[config.mk]
export PLATFORM = sky130hd
export DESIGN_NAME = cpu_opcode_predecoder_core_flat
export DESIGN_NICKNAME = d
export VERILOG_FILES = /design/src/hw/rtl/w65pd_pkg.sv /design/src/hw/rtl/w65pd_if.sv /design/src/hw/rtl/cpu_opcode_predecoder_core.sv /design/src/flat_wrapper.sv
export SDC_FILE = /design/constraint.sdc
export NUM_CORES = 1
export LEC_CHECK = 0
export BUFFER_PORTS_ARGS = -buffer_cell sky130_fd_sc_hd__buf_2
export CORE_ASPECT_RATIO = 0.8
export CORE_UTILIZATION = 45
export CTS_CLUSTER_SIZE = 10
export DETAILED_ROUTE_END_ITERATION = 10
export PLACE_DENSITY = 0.66
export SYNTH_ARGS = -nofsm -noshare
export SYNTH_HDL_FRONTEND = slang
export SYNTH_SLANG_ARGS = --single-unit
[constraint.sdc]
create_clock -name i_clk -period 3.4 [get_ports i_clk]
set_input_delay 0.34 -clock i_clk [delete_from_list [all_inputs] [get_ports i_clk]]
set_output_delay 0.34 -clock i_clk [all_outputs]
set_load 0.1 [all_outputs]
[src/hw/rtl/w65pd_pkg.sv]
package w65pd_pkg;

    localparam int CFG_BITS  = 21;
    localparam int NEXT_BITS = 21;
    localparam logic [CFG_BITS-1:0] MEM_SIZE_RESET = 21'd131072;

    localparam logic [3:0] AM_IMPL = 4'd0;
    localparam logic [3:0] AM_ACCU = 4'd1;
    localparam logic [3:0] AM_IMMD = 4'd2;
    localparam logic [3:0] AM_ZPAG = 4'd3;
    localparam logic [3:0] AM_ZPXI = 4'd4;
    localparam logic [3:0] AM_ZPYI = 4'd5;
    localparam logic [3:0] AM_ABSO = 4'd6;
    localparam logic [3:0] AM_ABSX = 4'd7;
    localparam logic [3:0] AM_ABSY = 4'd8;
    localparam logic [3:0] AM_INDA = 4'd9;
    localparam logic [3:0] AM_INDX = 4'd10;
    localparam logic [3:0] AM_INDY = 4'd11;
    localparam logic [3:0] AM_RELA = 4'd12;
    localparam logic [3:0] AM_ZIND = 4'd13;
    localparam logic [3:0] AM_AIDX = 4'd14;
    localparam logic [3:0] AM_ZREL = 4'd15;

    localparam logic [6:0] MNEM_TAB [256] = '{
        0,1,2,2, 3,1,4,5, 6,1,4,2, 3,1,4,7,
        8,1,1,2, 9,1,4,10, 11,1,12,2, 9,1,4,13,
        14,15,2,2, 16,15,17,18, 19,15,17,2, 16,15,17,20,
        21,15,15,2, 16,15,17,22, 23,15,24,2, 16,15,17,25,
        26,27,2,2, 2,27,28,29, 30,27,28,2, 31,27,28,32,
        33,27,27,2, 2,27,28,34, 35,27,36,2, 2,27,28,37,
        38,39,2,2, 40,39,41,42, 43,39,41,2, 31,39,41,44,
        45,39,39,2, 40,39,41,46, 47,39,48,2, 31,39,41,49,
        50,51,2,2, 52,51,53,54, 55,16,56,2, 52,51,53,57,
        58,51,51,2, 52,51,53,59, 60,51,61,2, 40,51,40,62,
        63,64,65,2, 63,64,65,66, 67,64,68,2, 63,64,65,69,
        70,64,64,2, 63,64,65,71, 72,64,73,2, 63,64,65,74,
        75,76,2,2, 75,76,24,77, 78,76,79,80, 75,76,24,81,
        82,76,76,2, 2,76,24,83, 84,76,85,86, 2,76,24,87,
        88,89,2,2, 88,89,12,90, 91,89,92,2, 88,89,12,93,
        94,89,89,2, 2,89,12,95, 96,89,97,2, 2,89,12,98
    };

    localparam logic [3:0] MODE_TAB [256] = '{
        0,10,2,0, 3,3,3,3, 0,2,1,0, 6,6,6,15,
        12,11,13,0, 3,4,4,3, 0,8,1,0, 6,7,7,15,
        6,10,2,0, 3,3,3,3, 0,2,1,0, 6,6,6,15,
        12,11,13,0, 4,4,4,3, 0,8,1,0, 7,7,7,15,
        0,10,2,0, 3,3,3,3, 0,2,1,0, 6,6,6,15,
        12,11,13,0, 4,4,4,3, 0,8,0,0, 6,7,7,15,
        0,10,2,0, 3,3,3,3, 0,2,1,0, 9,6,6,15,
        12,11,13,0, 4,4,4,3, 0,8,0,0, 14,7,7,15,
        12,10,2,0, 3,3,3,3, 0,2,0,0, 6,6,6,15,
        12,11,13,0, 4,4,5,3, 0,8,0,0, 6,7,7,15,
        2,10,2,0, 3,3,3,3, 0,2,0,0, 6,6,6,15,
        12,11,13,0, 4,4,5,3, 0,8,0,0, 7,7,8,15,
        2,10,2,0, 3,3,3,3, 0,2,0,0, 6,6,6,15,
        12,11,13,0, 4,4,4,3, 0,8,0,0, 6,7,7,15,
        2,10,2,0, 3,3,3,3, 0,2,0,0, 6,6,6,15,
        12,11,13,0, 4,4,4,3, 0,8,0,0, 6,7,7,15
    };

    function automatic logic [1:0] len_of_mode(input logic [3:0] mode);
        logic [1:0] len;
        unique case (mode)
            AM_IMPL, AM_ACCU: len = 2'd1;
            AM_ABSO, AM_ABSX, AM_ABSY, AM_INDA, AM_AIDX, AM_ZREL: len = 2'd3;
            default: len = 2'd2;
        endcase
        return len;
    endfunction

endpackage

[src/hw/rtl/w65pd_if.sv]
interface w65pd_in_if #(parameter int ADDRESS_BITS = 20);
    logic                    valid;
    logic                    ready;
    logic [ADDRESS_BITS-1:0] address;
    logic [7:0]              opcode_byte;
    logic [7:0]              first_operand_byte;
    logic [7:0]              second_operand_byte;
    modport source (output valid, address, opcode_byte, first_operand_byte,
                    second_operand_byte, input ready);
    modport sink   (input valid, address, opcode_byte, first_operand_byte,
                    second_operand_byte, output ready);
endinterface

interface w65pd_out_if;
    logic        valid;
    logic        ready;
    logic        out_of_range;
    logic [6:0]  mnemonic_code;
    logic [3:0]  addressing_mode;
    logic [1:0]  instruction_length;
    logic [15:0] operand_word;
    logic [15:0] branch_target;
    logic [20:0] next_address;
    modport source (output valid, out_of_range, mnemonic_code, addressing_mode,
                    instruction_length, operand_word, branch_target, next_address,
                    input ready);
    modport sink   (input valid, out_of_range, mnemonic_code, addressing_mode,
                    instruction_length, operand_word, branch_target, next_address,
                    output ready);
endinterface

[src/hw/rtl/cpu_opcode_predecoder_core.sv]
// channel   dir  payload                                      handshake
// i_in      in   address, opcode and two operand bytes        valid/ready
// o_out     out  decode fields, operand, target, next address valid/ready
// i_cfg     in   memory size register                         i_cfg_we
//
// three register stages; one transfer per cycle sustained while the output is not held
// stage 1: range compares and table lookup; stage 2: operand masking and
// target/next adds; stage 3: output register
// stalls freeze the whole pipe only when every stage is full and the output is held,
// bubbles are squeezed out; nothing is dropped or repeated
// synchronous active-low reset clears valid bits and sets the memory size register to MEM_SIZE_RESET
module cpu_opcode_predecoder_core
    import w65pd_pkg::*;
#(
    parameter int ADDRESS_BITS = 20
) (
    input  logic                i_clk,
    input  logic                i_rst_n,
    input  logic                i_cfg_we,
    input  logic [CFG_BITS-1:0] i_cfg_wdata,
    w65pd_in_if.sink            i_in,
    w65pd_out_if.source         o_out
);

    localparam int WB = (ADDRESS_BITS > CFG_BITS) ? ADDRESS_BITS + 1 : CFG_BITS + 1;

    logic [CFG_BITS-1:0] r_mem_size;

    always_ff @(posedge i_clk) begin
        if (!i_rst_n) begin
            r_mem_size <= MEM_SIZE_RESET;
        end else if (i_cfg_we) begin
            r_mem_size <= i_cfg_wdata;
        end
    end

    // per-stage valid, advance when the next stage can take
    logic r_v1, r_v2, r_v3;
    logic adv1, adv2, adv3;
    assign adv3 = !r_v3 || o_out.ready;
    assign adv2 = !r_v2 || adv3;
    assign adv1 = !r_v1 || adv2;
    assign i_in.ready = adv1;

    always_ff @(posedge i_clk) begin
        if (!i_rst_n) begin
            r_v1 <= 1'b0;
            r_v2 <= 1'b0;
            r_v3 <= 1'b0;
        end else begin
            if (adv1) r_v1 <= i_in.valid;
            if (adv2) r_v2 <= r_v1;
            if (adv3) r_v3 <= r_v2;
        end
    end

    // stage 1: compares and lookup
    logic [WB-1:0] addr_w, size_w;
    assign addr_w = WB'(i_in.address);
    assign size_w = WB'(r_mem_size);

    logic [ADDRESS_BITS-1:0] r1_addr;
    logic [7:0]  r1_b1, r1_b2;
    logic        r1_oor, r1_ok1, r1_ok2;
    logic [6:0]  r1_mnem;
    logic [3:0]  r1_mode;

    always_ff @(posedge i_clk) begin
        if (adv1) begin
            r1_addr <= i_in.address;
            r1_b1   <= i_in.first_operand_byte;
            r1_b2   <= i_in.second_operand_byte;
            r1_oor  <= addr_w >= size_w;
            r1_ok1  <= (addr_w + WB'(1)) < size_w;
            r1_ok2  <= (addr_w + WB'(2)) < size_w;
            r1_mnem <= MNEM_TAB[i_in.opcode_byte];
            r1_mode <= MODE_TAB[i_in.opcode_byte];
        end
    end

    // stage 2: masking and adds
    logic [1:0]  len2;
    logic [7:0]  op1, op2;
    logic [15:0] tgt2;
    assign len2 = r1_oor ? 2'd1 : len_of_mode(r1_mode);
    assign op1  = (!r1_oor && len2 >= 2'd2 && r1_ok1) ? r1_b1 : 8'd0;
    assign op2  = (!r1_oor && len2 == 2'd3 && r1_ok2) ? r1_b2 : 8'd0;

    always_comb begin
        tgt2 = 16'd0;
        if (!r1_oor && r1_mode == AM_RELA)
            tgt2 = r1_addr[15:0] + 16'd2 + {{8{op1[7]}}, op1};
        else if (!r1_oor && r1_mode == AM_ZREL)
            tgt2 = r1_addr[15:0] + 16'd3 + {{8{op2[7]}}, op2};
    end

    logic        r2_oor;
    logic [6:0]  r2_mnem;
    logic [3:0]  r2_mode;
    logic [1:0]  r2_len;
    logic [15:0] r2_word, r2_tgt;
    logic [NEXT_BITS-1:0] r2_next;

    always_ff @(posedge i_clk) begin
        if (adv2) begin
            r2_oor  <= r1_oor;
            r2_mnem <= r1_oor ? 7'd0 : r1_mnem;
            r2_mode <= r1_oor ? AM_IMPL : r1_mode;
            r2_len  <= len2;
            r2_word <= {op2, op1};
            r2_tgt  <= tgt2;
            r2_next <= NEXT_BITS'(WB'(r1_addr) + WB'(len2));
        end
    end

    // stage 3: output register
    always_ff @(posedge i_clk) begin
        if (adv3) begin
            o_out.out_of_range       <= r2_oor;
            o_out.mnemonic_code      <= r2_mnem;
            o_out.addressing_mode    <= r2_mode;
            o_out.instruction_length <= r2_len;
            o_out.operand_word       <= r2_word;
            o_out.branch_target      <= r2_tgt;
            o_out.next_address       <= r2_next;
        end
    end
    assign o_out.valid = r_v3;

endmodule

[src/flat_wrapper.sv]
// flat-port wrapper written by rule: the top's interface ports become plain ports
module cpu_opcode_predecoder_core_flat import w65pd_pkg::*;
#(
    parameter int ADDRESS_BITS = 20
)
  (i_clk, i_rst_n, i_cfg_we, i_cfg_wdata, i_in_valid, i_in_address, i_in_opcode_byte, i_in_first_operand_byte, i_in_second_operand_byte, i_in_ready, o_out_valid, o_out_out_of_range, o_out_mnemonic_code, o_out_addressing_mode, o_out_instruction_length, o_out_operand_word, o_out_branch_target, o_out_next_address, o_out_ready);
  w65pd_in_if #(.ADDRESS_BITS(ADDRESS_BITS)) i_in_i ();
  w65pd_out_if o_out_i ();
  input  logic i_clk;
  input  logic i_rst_n;
  input  logic i_cfg_we;
  input  logic [CFG_BITS-1:0] i_cfg_wdata;
  input wire logic [$bits(i_in_i.valid)-1:0] i_in_valid;
  input wire logic [$bits(i_in_i.address)-1:0] i_in_address;
  input wire logic [$bits(i_in_i.opcode_byte)-1:0] i_in_opcode_byte;
  input wire logic [$bits(i_in_i.first_operand_byte)-1:0] i_in_first_operand_byte;
  input wire logic [$bits(i_in_i.second_operand_byte)-1:0] i_in_second_operand_byte;
  output wire logic [$bits(i_in_i.ready)-1:0] i_in_ready;
  output wire logic [$bits(o_out_i.valid)-1:0] o_out_valid;
  output wire logic [$bits(o_out_i.out_of_range)-1:0] o_out_out_of_range;
  output wire logic [$bits(o_out_i.mnemonic_code)-1:0] o_out_mnemonic_code;
  output wire logic [$bits(o_out_i.addressing_mode)-1:0] o_out_addressing_mode;
  output wire logic [$bits(o_out_i.instruction_length)-1:0] o_out_instruction_length;
  output wire logic [$bits(o_out_i.operand_word)-1:0] o_out_operand_word;
  output wire logic [$bits(o_out_i.branch_target)-1:0] o_out_branch_target;
  output wire logic [$bits(o_out_i.next_address)-1:0] o_out_next_address;
  input wire logic [$bits(o_out_i.ready)-1:0] o_out_ready;
  assign i_in_i.valid = i_in_valid;
  assign i_in_i.address = i_in_address;
  assign i_in_i.opcode_byte = i_in_opcode_byte;
  assign i_in_i.first_operand_byte = i_in_first_operand_byte;
  assign i_in_i.second_operand_byte = i_in_second_operand_byte;
  assign i_in_ready = i_in_i.ready;
  assign o_out_valid = o_out_i.valid;
  assign o_out_out_of_range = o_out_i.out_of_range;
  assign o_out_mnemonic_code = o_out_i.mnemonic_code;
  assign o_out_addressing_mode = o_out_i.addressing_mode;
  assign o_out_instruction_length = o_out_i.instruction_length;
  assign o_out_operand_word = o_out_i.operand_word;
  assign o_out_branch_target = o_out_i.branch_target;
  assign o_out_next_address = o_out_i.next_address;
  assign o_out_i.ready = o_out_ready;
  cpu_opcode_predecoder_core #(.ADDRESS_BITS(ADDRESS_BITS)) u_core (.i_clk(i_clk), .i_rst_n(i_rst_n), .i_cfg_we(i_cfg_we), .i_cfg_wdata(i_cfg_wdata), .i_in(i_in_i), .o_out(o_out_i));
endmodule
==> results.toml <==
[critical_path]
crit_arrival_ns = 3.53
endpoint_kind = "register"
r2r_cells = 15
cp_max_fo = 5
r2r_slack_ns = 0.13
worst_setup_path_start_kind = "register"
required_ns = 3.66
reg2reg_to = "u_core.r2_tgt[11]"
crit_type = "reg2reg"
rr_startpoint = "u_core.r1_mode[1]"

[sta]
finalCritPeriodShare = 0.9618
maxSlewViolCount = 0
max-slew-margin-rel = 0.4043
fin_hold_ws_ns = 0.03089
skew_ns = 0.01852
rsz0062_at_grt = "true"
setup_viol = 0
finalCriticalPeriod_ns = 3.270
max_clock_freq_ghz = 0.3058
tightest_slew_ns = 0.8935
hold_viol_final = 0

[grt]
busiest_layer = "met1"
grtUsageMet3 = 0.05961
grt_max_degree = 68
use_met1 = 0.3641
grt_pass1_vias = 10230
grt_pass1_wl_mm = 57.26
grt-ovfl-total = 0
use_met2 = 0.3509
grt_usage = 0.2430
antenna_found_initial = 0

[logic_synthesis]
synthDistinctLibCells = 81
syn_inst = 1289
ys_seq_elements = 208
synth_warnings = 0
ys_seq_area_frac = 0.4539
synth.area.top_cells = "edfxtp_1 42%, ha_1 11%, xnor2_1 3.7%, dfxtp_1 3.6%, nand2_1 3.1%"
synthTopCellsByCount = "184 x edfxtp_1, 115 x ha_1, 110 x nand2_1"
netlist_area_um2 = 13230
synth_nets = 1477
postSynth.asyncResetShare = 0
synth_ff_type = "edfxtp_1"
synth_top_area_cell = "edfxtp_1"
synth_edf_count = 184
synth.most_common_cell = "edfxtp_1"
synth.avg_cell_area_um2 = 10.26
synth_top_area_frac = 0.4176

[route]
routed_wirelength_mm = 37.06
postRouteAntennaNets = 0
drc = 0
viasPerCell = 5.848
wl_per_cell_um = 19.75
drt_pass1_iterations = 6
vias = 10980
drt_iter0_drc = 1118

[hold_path]
hold_depth = 3
worst_hold_path.endpoint = "u_core.r_mem_size[17]"
hold_path.class = "in2reg"
min_from = "i_cfg_wdata[17]"

[floorplanning]
rows = 55
die-area_um2 = 30100
io-pin-count = 139
fp.dieW_um = 193.7
start_util = 0.4633
fp.dieH_um = 155.4
core_um2 = 28560

[cts]
cts_max_level = 1
cts_tree = "yes"
clockBufferDepth = 3
clk_pin_slew_ns = 0.06
clk_latency_ns = 0.54
clock-root-buffer = "clkbuf_16"
clock-sinks = 208
numCtsBuffers = 26

[run_status]
outcome = "finished clean"

[power_and_ir_drop]
p_clk_frac = 0.320
power.switching_mw = 2.536
p_sw_frac = 0.3300
ir_drop_v = 0.0003658
p_seq_frac = 0.407
power_density_nw_per_um2 = 483.6
p_leak_nw = 6.714
combPwrFrac = 0.272
intPower_mw = 5.149

[cells_and_area]
area.growth.synth_to_final_pct = 20.09
drive_gt1_frac = 0.2137
n_antenna_cell = 0
fin_area_um2 = 15890
utilization = 0.5564
nets = 1683
instances_no_fill = 1877

[place]
hpwl_mm = 27.64
placed_area_um2 = 14800
gp_congestion = 0.9900
port_buffers = 138
placed_cells = 1822

[job]
cap_viol_max_count = 0
[how the worst max path moves through the flow]
stage | startpoint | endpoint | slack [ns] | depth (start not counted)
6_report | u_core.r1_mode[1] | u_core.r2_tgt[11] | 0.13 | 15
5_1_grt | u_core.r1_mode[1] | u_core.r2_tgt[13] | -0.03 | 14
4_1_cts | u_core.r1_mode[1] | u_core.r2_tgt[13] | 0.004 | 15
3_5_place_dp | u_core.r1_mode[1] | u_core.r2_tgt[15] | -0.17 | 17
3_3_place_gp | u_core.r1_mode[1] | u_core.r2_tgt[15] | -0.06 | 17
2_1_floorplan | u_core.r1_mode[1] | u_core.r2_tgt[15] | 0.004 | 16
[registers in the layout, indices dropped and copies added, names as in the netlist, 16 cells and up]
signal	flops
u_core.o_out.next_address	21
u_core.r2_next	21
u_core.r_mem_size	21
u_core.r1_addr	20
u_core.o_out.branch_target	16
u_core.o_out.operand_word	16
u_core.r2_tgt	16
u_core.r2_word	16
[worst max-delay path, stage by stage, from the launching register on]
cell	delay, ns
edfxtp_1	0.40
inv_2	0.10
ha_4	0.11
nor2b_4	0.20
nor2_4	0.06
buf_4	0.16
and3_1	0.19
ha_1	0.31
ha_1	0.32
or2_4	0.27
a31oi_4	0.20
a211oi_2	0.06
buf_4	0.16
nand2b_1	0.14
xnor2_1	0.19
o22ai_1	0.11
[cells by family (layout without fill, tap and decap cells)]
group	Yosys count	after routing	synth area share
mux	22	22	0.01674
xor+xnor	95	95	0.06288
buf+inv	129	347	0.04378
compound gates	307	307	0.1551
fa+ha+maj	118	118	0.1133
simple gates	410	410	0.1543
flops	208	208	0.4539
[cell usage in the layout, fill, tap and decap left out, types with 45 or more instances in the layout]
| master | n |
|---|---|
| a21oi_1 | 72 |
| xnor2_1 | 56 |
| nor2_1 | 79 |
| buf_2 | 138 |
| ha_1 | 107 |
| inv_1 | 50 |
| o21ai_0 | 54 |
| buf_4 | 97 |
| edfxtp_1 | 184 |
| nand2_1 | 109 |
| nor2b_1 | 45 |
[through the flow]
stage	power, mW	setup slack [ns]	setup TNS, ns
3_3_place_gp	5.138	-0.06372	-0.06372
2_1_floorplan	4.597	0.004321	0
4_1_cts	7.668	0.004372	0
6_report	7.684	0.1299	0
3_5_place_dp	5.158	-0.1690	-0.4626
5_1_grt	8.017	-0.02656	-0.07710
[power by group through the flow]
stage / Sequential (mW) / Clock (mW) / Combinational (mW)
2_1_floorplan: 3.72 / 0 / 0.879
3_3_place_gp: 3.17 / 0 / 1.96
3_5_place_dp: 3.18 / 0 / 1.98
4_1_cts: 3.13 / 2.53 / 2.01
5_1_grt: 3.15 / 2.63 / 2.23
6_report: 3.13 / 2.46 / 2.09
[area by class of cell]
type                    instances  area [um2]
clock buffers                  33       676.9
clock inverters                 7       71.32
fillers                      2463       12670
inverters                      56       210.2
multi-input cells             952        6864
flip-flops and latches        208        6006
well taps                     370       462.9
repair buffers                251        1599
[metal layers]
metal	wire [um]	share of wire
met2	15150	0.41
met3	3846	0.10
met5	0	0
met4	590	0.016
met1	17480	0.47
[repair_timing]
item                                    CTS  global route
setup buffers                             0             1
endpoints found under the setup margin    6             9
hold buffers                             12             2
hold endpoints to repair                 12             2
pin swaps                                 1            19
gates resized for setup                   9            34
(Power assumes the default switching activity.)
